File: config.mk
export PLATFORM = sky130hd
export DESIGN_NAME = sbaa_ctrl
export DESIGN_NICKNAME = d
export VERILOG_FILES = /design/src/rtl/sbaa_pkg.sv /design/src/rtl/sbaa_ctrl.sv
export SDC_FILE = /design/constraint.sdc
export NUM_CORES = 1
export LEC_CHECK = 0
export ABC_AREA = 1
export BUFFER_PORTS_ARGS = -buffer_cell sky130_fd_sc_hd__buf_4
export CAP_MARGIN = 20
export CORE_MARGIN = 1
export CORE_UTILIZATION = 30
export DETAILED_ROUTE_END_ITERATION = 10
export PLACE_DENSITY_LB_ADDON = 0.08
export SLEW_MARGIN = 15
export SYNTH_ARGS = -nofsm -noshare
export SYNTH_HDL_FRONTEND = slang
export SYNTH_SLANG_ARGS = --single-unit
File: constraint.sdc
create_clock -name clk -period 1.2 [get_ports clk]
set_input_delay 0.24 -clock clk [delete_from_list [all_inputs] [get_ports clk]]
set_output_delay 0.24 -clock clk [all_outputs]
set_load 0.01 [all_outputs]
File: src/rtl/sbaa_pkg.sv
// ----------------------------------------------------------------------------
// sbaa_pkg
// Shared widths, defaults, register codes, controller states and the
// command/status bundles that join the controller and the datapath.
// ----------------------------------------------------------------------------
package sbaa_pkg;

  // Field widths
  localparam int CH_W       = 4;
  localparam int VAL_W      = 16;
  localparam int TIME_W     = 32;
  localparam int IDX_W      = 6;
  localparam int AVG_W      = 8;
  localparam int DECIM_W    = 7;
  localparam int INTERVAL_W = 16;
  localparam int CFG_W      = 16;
  localparam int CFG_IDX_W  = 1;

  // Internal widths
  localparam int SUM_W  = 32;
  localparam int GSUM_W = 22;
  localparam int FC_W   = 16;
  localparam int DIV_W  = 24;

  // Limits and defaults
  localparam int DECIM_MAX    = 64;
  localparam int DECIM_RST    = 1;
  localparam int INTERVAL_RST = 1000;
  localparam int OUT_BINS_DEF = 64;
  localparam int NUM_CH_DEF   = 16;

  typedef enum logic [CFG_IDX_W-1:0] {
    CFG_DECIM    = 1'd0,
    CFG_INTERVAL = 1'd1
  } cfg_reg_t;

  typedef enum logic [3:0] {
    S_CLEAR,
    S_IDLE,
    S_REDO_GO,
    S_REDO,
    S_EVAL,
    S_GDIV,
    S_FRAME,
    S_FRD,
    S_FDIV,
    S_FWAIT,
    S_FOUT
  } state_t;

  typedef struct packed {
    logic clr_step;
    logic accept;
    logic eval;
    logic grp_write;
    logic frame;
    logic redo_start;
    logic redo_load;
    logic fdiv_start;
    logic avg_load;
    logic emit;
    logic use_port_addr;
    logic flush_addr;
  } cmd_t;

  typedef struct packed {
    logic clr_last;
    logic decim_wr;
    logic grp_cmpl;
    logic div_done;
    logic do_flush;
    logic run_last;
  } status_t;

endpackage

File: src/rtl/sbaa_ctrl.sv
// ----------------------------------------------------------------------------
// sbaa_ctrl
// Sequencer: clearing pass, group position rebuild, item evaluation, group
// division, frame end and flush readout.
// ----------------------------------------------------------------------------
module sbaa_ctrl (
  input  logic              clk,
  input  logic              rst_n,
  input  logic              in_valid,
  input  logic              out_stall,
  input  sbaa_pkg::status_t st,
  output sbaa_pkg::cmd_t    cmd,
  output logic              in_stall,
  output logic              out_valid
);
  import sbaa_pkg::*;

  state_t state_r, state_nxt;

  always_comb begin
    state_nxt = state_r;
    case (state_r)
      S_CLEAR:   if (st.clr_last) state_nxt = S_IDLE;
      S_IDLE: begin
        if (st.decim_wr) begin
          state_nxt = S_REDO_GO;
        end else if (in_valid) begin
          state_nxt = S_EVAL;
        end
      end
      S_REDO_GO: state_nxt = S_REDO;
      S_REDO:    if (st.div_done) state_nxt = S_IDLE;
      S_EVAL:    state_nxt = st.grp_cmpl ? S_GDIV : S_FRAME;
      S_GDIV:    if (st.div_done) state_nxt = S_FRAME;
      S_FRAME:   state_nxt = st.do_flush ? S_FRD : S_IDLE;
      S_FRD:     state_nxt = S_FDIV;
      S_FDIV:    state_nxt = S_FWAIT;
      S_FWAIT:   if (st.div_done) state_nxt = S_FOUT;
      S_FOUT: begin
        if (!out_stall) begin
          state_nxt = st.run_last ? S_IDLE : S_FRD;
        end
      end
      default:   state_nxt = S_CLEAR;
    endcase
  end

  always_comb begin
    cmd       = '0;
    in_stall  = 1'b1;
    out_valid = 1'b0;
    case (state_r)
      S_CLEAR:   cmd.clr_step = 1'b1;
      S_IDLE: begin
        cmd.use_port_addr = 1'b1;
        in_stall          = st.decim_wr;
        cmd.accept        = in_valid && !st.decim_wr;
      end
      S_REDO_GO: cmd.redo_start = 1'b1;
      S_REDO:    cmd.redo_load = st.div_done;
      S_EVAL:    cmd.eval = 1'b1;
      S_GDIV:    cmd.grp_write = st.div_done;
      S_FRAME:   cmd.frame = 1'b1;
      S_FRD:     cmd.flush_addr = 1'b1;
      S_FDIV: begin
        cmd.flush_addr = 1'b1;
        cmd.fdiv_start = 1'b1;
      end
      S_FWAIT: begin
        cmd.flush_addr = 1'b1;
        cmd.avg_load   = st.div_done;
      end
      S_FOUT: begin
        cmd.flush_addr = 1'b1;
        out_valid      = 1'b1;
        cmd.emit       = !out_stall;
      end
      default: ;
    endcase
  end

  always_ff @(posedge clk) begin
    if (!rst_n) begin
      state_r <= S_CLEAR;
    end else begin
      state_r <= state_nxt;
    end
  end

endmodule
# Yosys cells after proc, flatten, opt, wreduce, memory -nomap -nowiden
# Cells that the tools add are included.
# totals
latch_bits	0
elab_cells	48
memories	0
out_inout_bits	14
mem_bits_ro	0
ram_bits	0
in_bits	10
reg_bits	4
# op_classes
n_shift	0
div_mod_pow	0
order_cmp	0
eq_ne	16
n_reduce_logical	6
n_mul	0
mux	25
bitwise_logic	0
add_sub_neg	0
# op_table
op	n
$pmux W4 S11	1
$mux W4	7
$eq A4 B3 Y1 const B	4
$mux W1	14
$eq A4 B4 Y1 const B	3
$ne A2 B2 Y1 const B	5
$eq A4 B2 Y1 const B	2
$mux W3	2
$reduce_and A6 Y1	1
$eq A4 B1 Y1 const B	1
$logic_not A4 Y1	1
$reduce_or A4 Y1	1
$ne A3 B3 Y1 const B	1
$logic_not A1 Y1	2
$mux W2	1
$logic_and A1 B1 Y1	1

# Depth between registers and ports, before layout
# Gate-level depths: netlist of run 1.
# logic_depth
depth_word	3
depth_mapped	9
depth_no_buf	9

# Worst setup path after synthesis of run 1
# Ideal clock, no wire load.
# synth_path
path_type	flip-flop to output port
startpoint	register state_r[1]
endpoint	output cmd[0] (netlist bit)
path_stages_with_launch	6
path_slack_ns	-0.157
required_ns	0.960
path_buffers	0
arrival_ns	1.117
cell_sequence	dfxtp_1 -> inv_1 -> nor2_2 -> inv_1 -> nor2_1 -> or2_2
# synth_lines
element	line_no	text
start, declared	sbaa_ctrl.sv:18	state_t state_r, state_nxt;
start signal, assigned	sbaa_ctrl.sv:86	state_r <= state_nxt;
end, declared	sbaa_ctrl.sv:12	output sbaa_pkg::cmd_t cmd,

==> results.py, run 1 <==
metrics = {
    "outcome": {
        "outcome": "finished with violations",
        "violated_checks": "setup timing",
    },
    "timing": {
        "timing.slew.headroom_pct": 84.0,
        "final_setup_violating_endpoints": 18,
        "grt_setup_unrepaired": "yes",
        "hold_slack_ps": 293,
        "postLayoutSetupSlackWorst_ps": -264,
        "max_clock_freq_mhz": 683,
        "post-route-period-util_pct": 122,
        "final.min_clock_period_ps": 1460,
        "worstMarginPinSlew_ps": 239,
        "drv_slew": 0,
        "worst_clock_skew_ps": 2.20,
        "hold_viol_final": 0,
    },
    "setup_path": {
        "worstSetupStartpointType": "register",
        "critical-path-slowest-cell": "sky130_fd_sc_hd__dfxtp_4",
        "cpPeakStageDelay_ps": 380,
        "critical_path.endpoint_type": "primary output",
        "crit-reg2reg-launch": "state_r[0]",
        "worstPathArrival_ps": 1220,
        "critPathRequiredTime_ps": 960,
        "crit_path_cell_trace": "inv_4, nor2_4, inv_2, buf_4, nor3_2, buf_4",
        "critPathLaunch": "state_r[3]",
        "criticalPathCategory": "reg -> out",
        "worst_path_most_repeated_cell": "sky130_fd_sc_hd__buf_4",
        "cp_max_fo": 4,
    },
    "global_route": {
        "grt_max_degree": 7,
        "total_overflow_reported_by_the_global_router": 0,
        "vias_in_the_first_global_route": 621,
        "antenna_found_initial": 0,
        "global_route_wire_length_before_repair_um": 2680,
        "groute.usage.overall_pct": 19.3,
    },
    "cells_and_area": {
        "largest_register_ffs": 4,
        "layout_commonest_cell": "sky130_fd_sc_hd__buf_4",
        "largest_register": "state_r",
        "biggestRegsByFlops": "state_r: 4 flops",
        "layout-drive-gt1-share_pct": 65.9,
        "nets": 144,
        "num_antenna_cells": 0,
        "area_delta_synth_final_pct": 105,
        "layout.cells.most_common_list": "sky130_fd_sc_hd__buf_4, sky130_fd_sc_hd__nand2_1, sky130_fd_sc_hd__inv_1, sky130_fd_sc_hd__nor2_1, sky130_fd_sc_hd__buf_6",
    },
    "yosys": {
        "post_synth_inst_count": 87,
        "synth.yosys.seq_area_share_pct": 16.4,
        "ys_ff_latch": 4,
        "postSynthAreaPerCell_um2": 5.62,
        "post_synth_instance_area_um2": 489,
        "number_of_different_library_cells_in_the_post_synthesis_netlist": 17,
        "synth.yosys.warnings": 0,
        "mappedNetlistNets": 97,
    },
    "place": {
        "detailed_place_hpwl_um": 1170,
        "globalplace.congestion": 0.798,
        "io_buffers": 23,
        "pre_cts_ws_ps": -126,
    },
    "floorplanning": {
        "die_area_um2": 1800,
        "die_x_um": 42.4,
        "chipHeight_um": 42.4,
        "floorplan.initialDensity_pct": 32.5,
        "placeableCoreArea_um2": 1510,
        "fp-row-count": 14,
        "io_pins": 24,
    },
    "clocking": {
        "cts_buffers": 3,
        "cts.path.max_buffers": 2,
        "tritoncts": "yes",
        "clk_root_buffer_cell": "sky130_fd_sc_hd__clkbuf_4",
        "clk_latency_ps": 240,
        "clkSlewWorstSetupHoldPaths_ps": 30,
        "htree_num_levels": 1,
        "cts_hold_repair.buffers": 0,
        "numClockSinks": 4,
    },
    "run": {
        "max_cap_viol": 0,
    },
    "worst_hold_path": {
        "holdCritPathClass": "in -> reg",
        "hp-start": "rst_n",
    },
    "detailed_routing": {
        "drt_pre_antenna_iters": 4,
        "avgViaCountPerCell": 4.64,
        "wl_met3_um": 85,
        "average_wire_length_per_cell_after_detail_routing_um": 11.3,
        "route.antenna.remaining_nets": 0,
        "routed-via-count": 687,
        "wirelength_um": 1680,
        "met1_wirelength_um": 667,
        "drt_iter0_drc": 11,
        "met2RoutedLength_um": 916,
        "highest_layer": "met4",
        "drc": 0,
    },
    "power_and_ir_drop": {
        "power.leakage_nw": 0.517,
        "total_power_mw": 1.67,
        "ir_drop_uv": 796,
        "power.density_cell_area_nw_per_um2": 1670,
    },
}
## repair_timing
action	CTS	global route
gates resized for setup	28	14
pin swaps	7	11
endpoints found under the setup margin	18	18
buffers inserted	5	4
## metrics by stage
step	utilization [%]	setup TNS, ps	instance area (um2)	cells
final	66.5	-3490	1000	148
after global routing	66.5	-4600	1000	148
after CTS	61.2	-3440	922	144
after detailed placement	51.6	-457	777	136
after global placement	51.6	-412	777	136
after floorplan	-	-2.22	509	87
## power by group
part / internal (mW) / leakage [nW] / switching [mW] / total, mW
sequential: 0.193 / 0.0356 / 0.119 / 0.312
combinational: 0.582 / 0.468 / 0.608 / 1.19
clock: 0.112 / 0.0138 / 0.0571 / 0.169
total: 0.887 / 0.517 / 0.784 / 1.67
## path summary, 6_finish.rpt
path	slack (ps)	cells past startpoint	end
min	290	3	state_r[2]
max reg2reg	-190	10	state_r[2]
min reg2reg	540	2	state_r[0]
max	-260	6	cmd[2]
## critical path, delay by kind of cell (launching register included)
kind / cells / cell delay [ps]
AND/OR/NAND/NOR: 2 / 230
buffers and inverters: 4 / 380
flip-flops: 1 / 380
## cell families after synthesis
family / Yosys count / share of synthesized area (%)
simple gates: 59 / 63.7
buf+inv: 19 / 14.6
compound gates: 5 / 5.37
flops: 4 / 16.4
## synthesized netlist by cell type, drive strengths merged
library cell / instances / area [um2]
inv: 19 / 71.3
or2: 1 / 6.26
nand2: 21 / 101
nor3: 2 / 10.0
nand3: 11 / 70.1
nand3b: 1 / 7.51
o22ai: 1 / 6.26
nor2: 22 / 110
a21oi: 4 / 20.0
nand4: 1 / 6.26
dfxtp: 4 / 80.1
## layout make-up
type | count | area [um2]
repair buffers | 42 | 353
multi-input cells | 64 | 433
inverters | 19 | 78.8
fillers | 145 | 504
flip-flops and latches | 4 | 95.1
well taps | 16 | 20.0
clock buffers | 3 | 22.5
## per-layer routing
layer | vias up | GRT usage [%]
met4 | 0 | 3.75
met3 | 2 | 4.31
met2 | 24 | 34.5
met5 | - | 0
li1 | 357 | -
met1 | 304 | 23.6
(Power assumes the default switching activity.)
==> inputs of run 2 (changes only) <==
Settings changed: CTS_BUF_LIST set to sky130_fd_sc_hd__clkbuf_8, SLEW_MARGIN 15 to 10.
==> run 2 against run 1 <==
The run still ends with setup timing left; fmax rose by 2.3%; sequential power barely moved; clock-buffer cell count did not move; clock power rose by 69%; final area rose by 0.50%; register-to-register slack got worse by 20 ps; utilization rose by 0.33 points; sequential share of layout area barely moved; total power rose by 7.3%; critical path type unchanged; critical endpoint unchanged.
==> results.py, run 2 (synthesis gave the netlist of run 1 again) <==
metrics = {
    "cells_and_area": {
        "nets": 146,
        "biggestRegsByFlops": "state_r: 4 flops",
        "largest_register_ffs": 4,
        "layout_commonest_cell": "sky130_fd_sc_hd__buf_4",
        "largest_register": "state_r",
        "num_antenna_cells": 0,
        "layout.cells.most_common_list": "sky130_fd_sc_hd__buf_4, sky130_fd_sc_hd__nand2_1, sky130_fd_sc_hd__inv_1, sky130_fd_sc_hd__nor2_1",
        "area_delta_synth_final_pct": 106,
        "finish.utilization_pct": 66.9,
        "fin_area_um2": 1010,
        "layout-drive-gt1-share_pct": 64.9,
    },
    "timing": {
        "hold_slack_ps": 314,
        "max_clock_freq_mhz": 699,
        "worst_clock_skew_ps": 1.27,
        "drv_slew": 0,
        "post-route-period-util_pct": 119,
        "final.min_clock_period_ps": 1430,
        "postLayoutSetupSlackWorst_ps": -232,
        "fin_tns_setup_ps": -3190,
        "hold_viol_final": 0,
        "final_setup_violating_endpoints": 18,
        "timing.slew.headroom_pct": 85.5,
        "grt_setup_unrepaired": "yes",
        "worstMarginPinSlew_ps": 218,
    },
    "setup_path": {
        "worstPathArrival_ps": 1190,
        "reg_to_reg_endpoint": "state_r[2]",
        "worst_path_most_repeated_cell": "sky130_fd_sc_hd__buf_4",
        "critPathRequiredTime_ps": 960,
        "critical_path.endpoint_type": "primary output",
        "ff2ff_setup_slack_ps": -210,
        "critical-path-slowest-cell": "sky130_fd_sc_hd__dfxtp_4",
        "cpPeakStageDelay_ps": 380,
        "worstPathBufferInverterCount": 4,
        "critPathLaunch": "state_r[3]",
        "crit_path_cell_trace": "inv_4, nor2_4, inv_2, buf_4, nor3_2, buf_4",
        "criticalPathCategory": "reg -> out",
        "timing.reg2reg.worst_path_depth": 10,
        "worstSetupStartpointType": "register",
        "cp_max_fo": 4,
        "crit-reg2reg-launch": "state_r[0]",
        "critical-path-top-delay-family": "flip-flops",
    },
    "detailed_routing": {
        "routed-via-count": 704,
        "drc": 0,
        "drt_iter0_drc": 10,
        "route.antenna.remaining_nets": 0,
        "avgViaCountPerCell": 4.69,
        "drt_pre_antenna_iters": 4,
        "wirelength_um": 1660,
        "average_wire_length_per_cell_after_detail_routing_um": 11.1,
    },
    "global_route": {
        "vias_in_the_first_global_route": 635,
        "total_overflow_reported_by_the_global_router": 0,
        "global_route_wire_length_before_repair_um": 2770,
        "groute.usage.overall_pct": 19.9,
        "grt_max_degree": 7,
        "antenna_found_initial": 0,
    },
    "clocking": {
        "clk_latency_ps": 220,
        "cts_buffers": 3,
        "numClockSinks": 4,
        "cts_hold_repair.buffers": 0,
        "htree_num_levels": 1,
        "cts.path.max_buffers": 2,
        "tritoncts": "yes",
        "clk_root_buffer_cell": "sky130_fd_sc_hd__clkbuf_8",
        "clkSlewWorstSetupHoldPaths_ps": 30,
    },
    "power_and_ir_drop": {
        "power.leakage_nw": 0.528,
        "pwr-share-seq_pct": 17.4,
        "power.density_cell_area_nw_per_um2": 1780,
        "net_load_switching_power_mw": 0.794,
        "comb_power_share_pct": 66.7,
        "ir_drop_uv": 835,
        "cell_internal_pwr_mw": 0.999,
        "switching_share_pct": 44.3,
        "total_power_mw": 1.79,
        "power_frac_clock_pct": 15.9,
    },
    "worst_hold_path": {
        "hp-start": "rst_n",
        "cell_count_of_the_worst_hold_path": 3,
        "hold_end": "state_r[3]",
        "holdCritPathClass": "in -> reg",
    },
    "floorplanning": {
        "io_pins": 24,
        "floorplan.initialDensity_pct": 32.5,
        "die_x_um": 42.4,
        "fp-row-count": 14,
        "placeableCoreArea_um2": 1510,
        "die_area_um2": 1800,
        "chipHeight_um": 42.4,
    },
    "outcome": {
        "outcome": "finished with violations",
        "violated_checks": "setup timing",
    },
    "place": {
        "detailed_place_hpwl_um": 1170,
        "globalplace.congestion": 0.798,
        "placedInstanceArea_um2": 777,
        "io_buffers": 23,
    },
    "run": {
        "max_cap_viol": 0,
    },
}
run 2: changes by cell type in the layout (fill, tap and decap cells not counted), sizes merged:
| cell | delta |
|---|---|
| buf | +2 |
run 2: layout make-up:
| type | count | area, um2 |
|---|---|---|
| clock buffer | 3 | 41.3 |
| fill | 146 | 499 |
| inverter | 19 | 78.8 |
| multi-input combinational | 64 | 415 |
| sequential | 4 | 95.1 |
| tap | 16 | 20.0 |
| timing repair buffer | 44 | 357 |
run 2: routing by layer:
metal / track usage (%) / wire length, um / up-vias
li1: - / - / 364
met5: 0 / 0 / -
met2: 35.1 / 887 / 27
met3: 4.31 / 80 / 4
met1: 24.9 / 679 / 309
met4: 3.75 / 15 / 0
run 2: through the flow:
stage / worst slack, ps / cells
2_1_floorplan: -2.22 / 87
3_3_place_gp: -128 / 136
3_5_place_dp: -126 / 136
4_1_cts: -234 / 145
5_1_grt: -274 / 150
6_report: -232 / 150
run 2: what timing repair did:
action,CTS,global route
pin swaps,7,7
gates resized for setup,28,7
buffers inserted,6,5
setup endpoints to repair,18,18
hold endpoints to repair,0,0
run 2: power by group through the flow:
stage | logic, mW | registers, mW | clock network [mW]
final | 1.20 | 0.312 | 0.286
after global routing | 1.30 | 0.317 | 0.299
after CTS | 1.09 | 0.299 | 0.284
after detailed placement | 0.907 | 0.257 | 0
after global placement | 0.903 | 0.258 | 0
after floorplan | 0.554 | 0.241 | 0
run 2: worst max path at each step:
stage                 end  depth (start not counted)
4_1_cts            cmd[0]                          6
2_1_floorplan      cmd[0]                          5
3_3_place_gp       cmd[0]                          6
5_1_grt        state_r[2]                         10
3_5_place_dp       cmd[0]                          6
6_report           cmd[2]                          6
run 2: tightest hold or removal path, delay by kind of cell:
| family | cells | cell delay (ps) |
|---|---|---|
| buf+inv | 2 | 150 |
| compound gates | 1 | 100 |
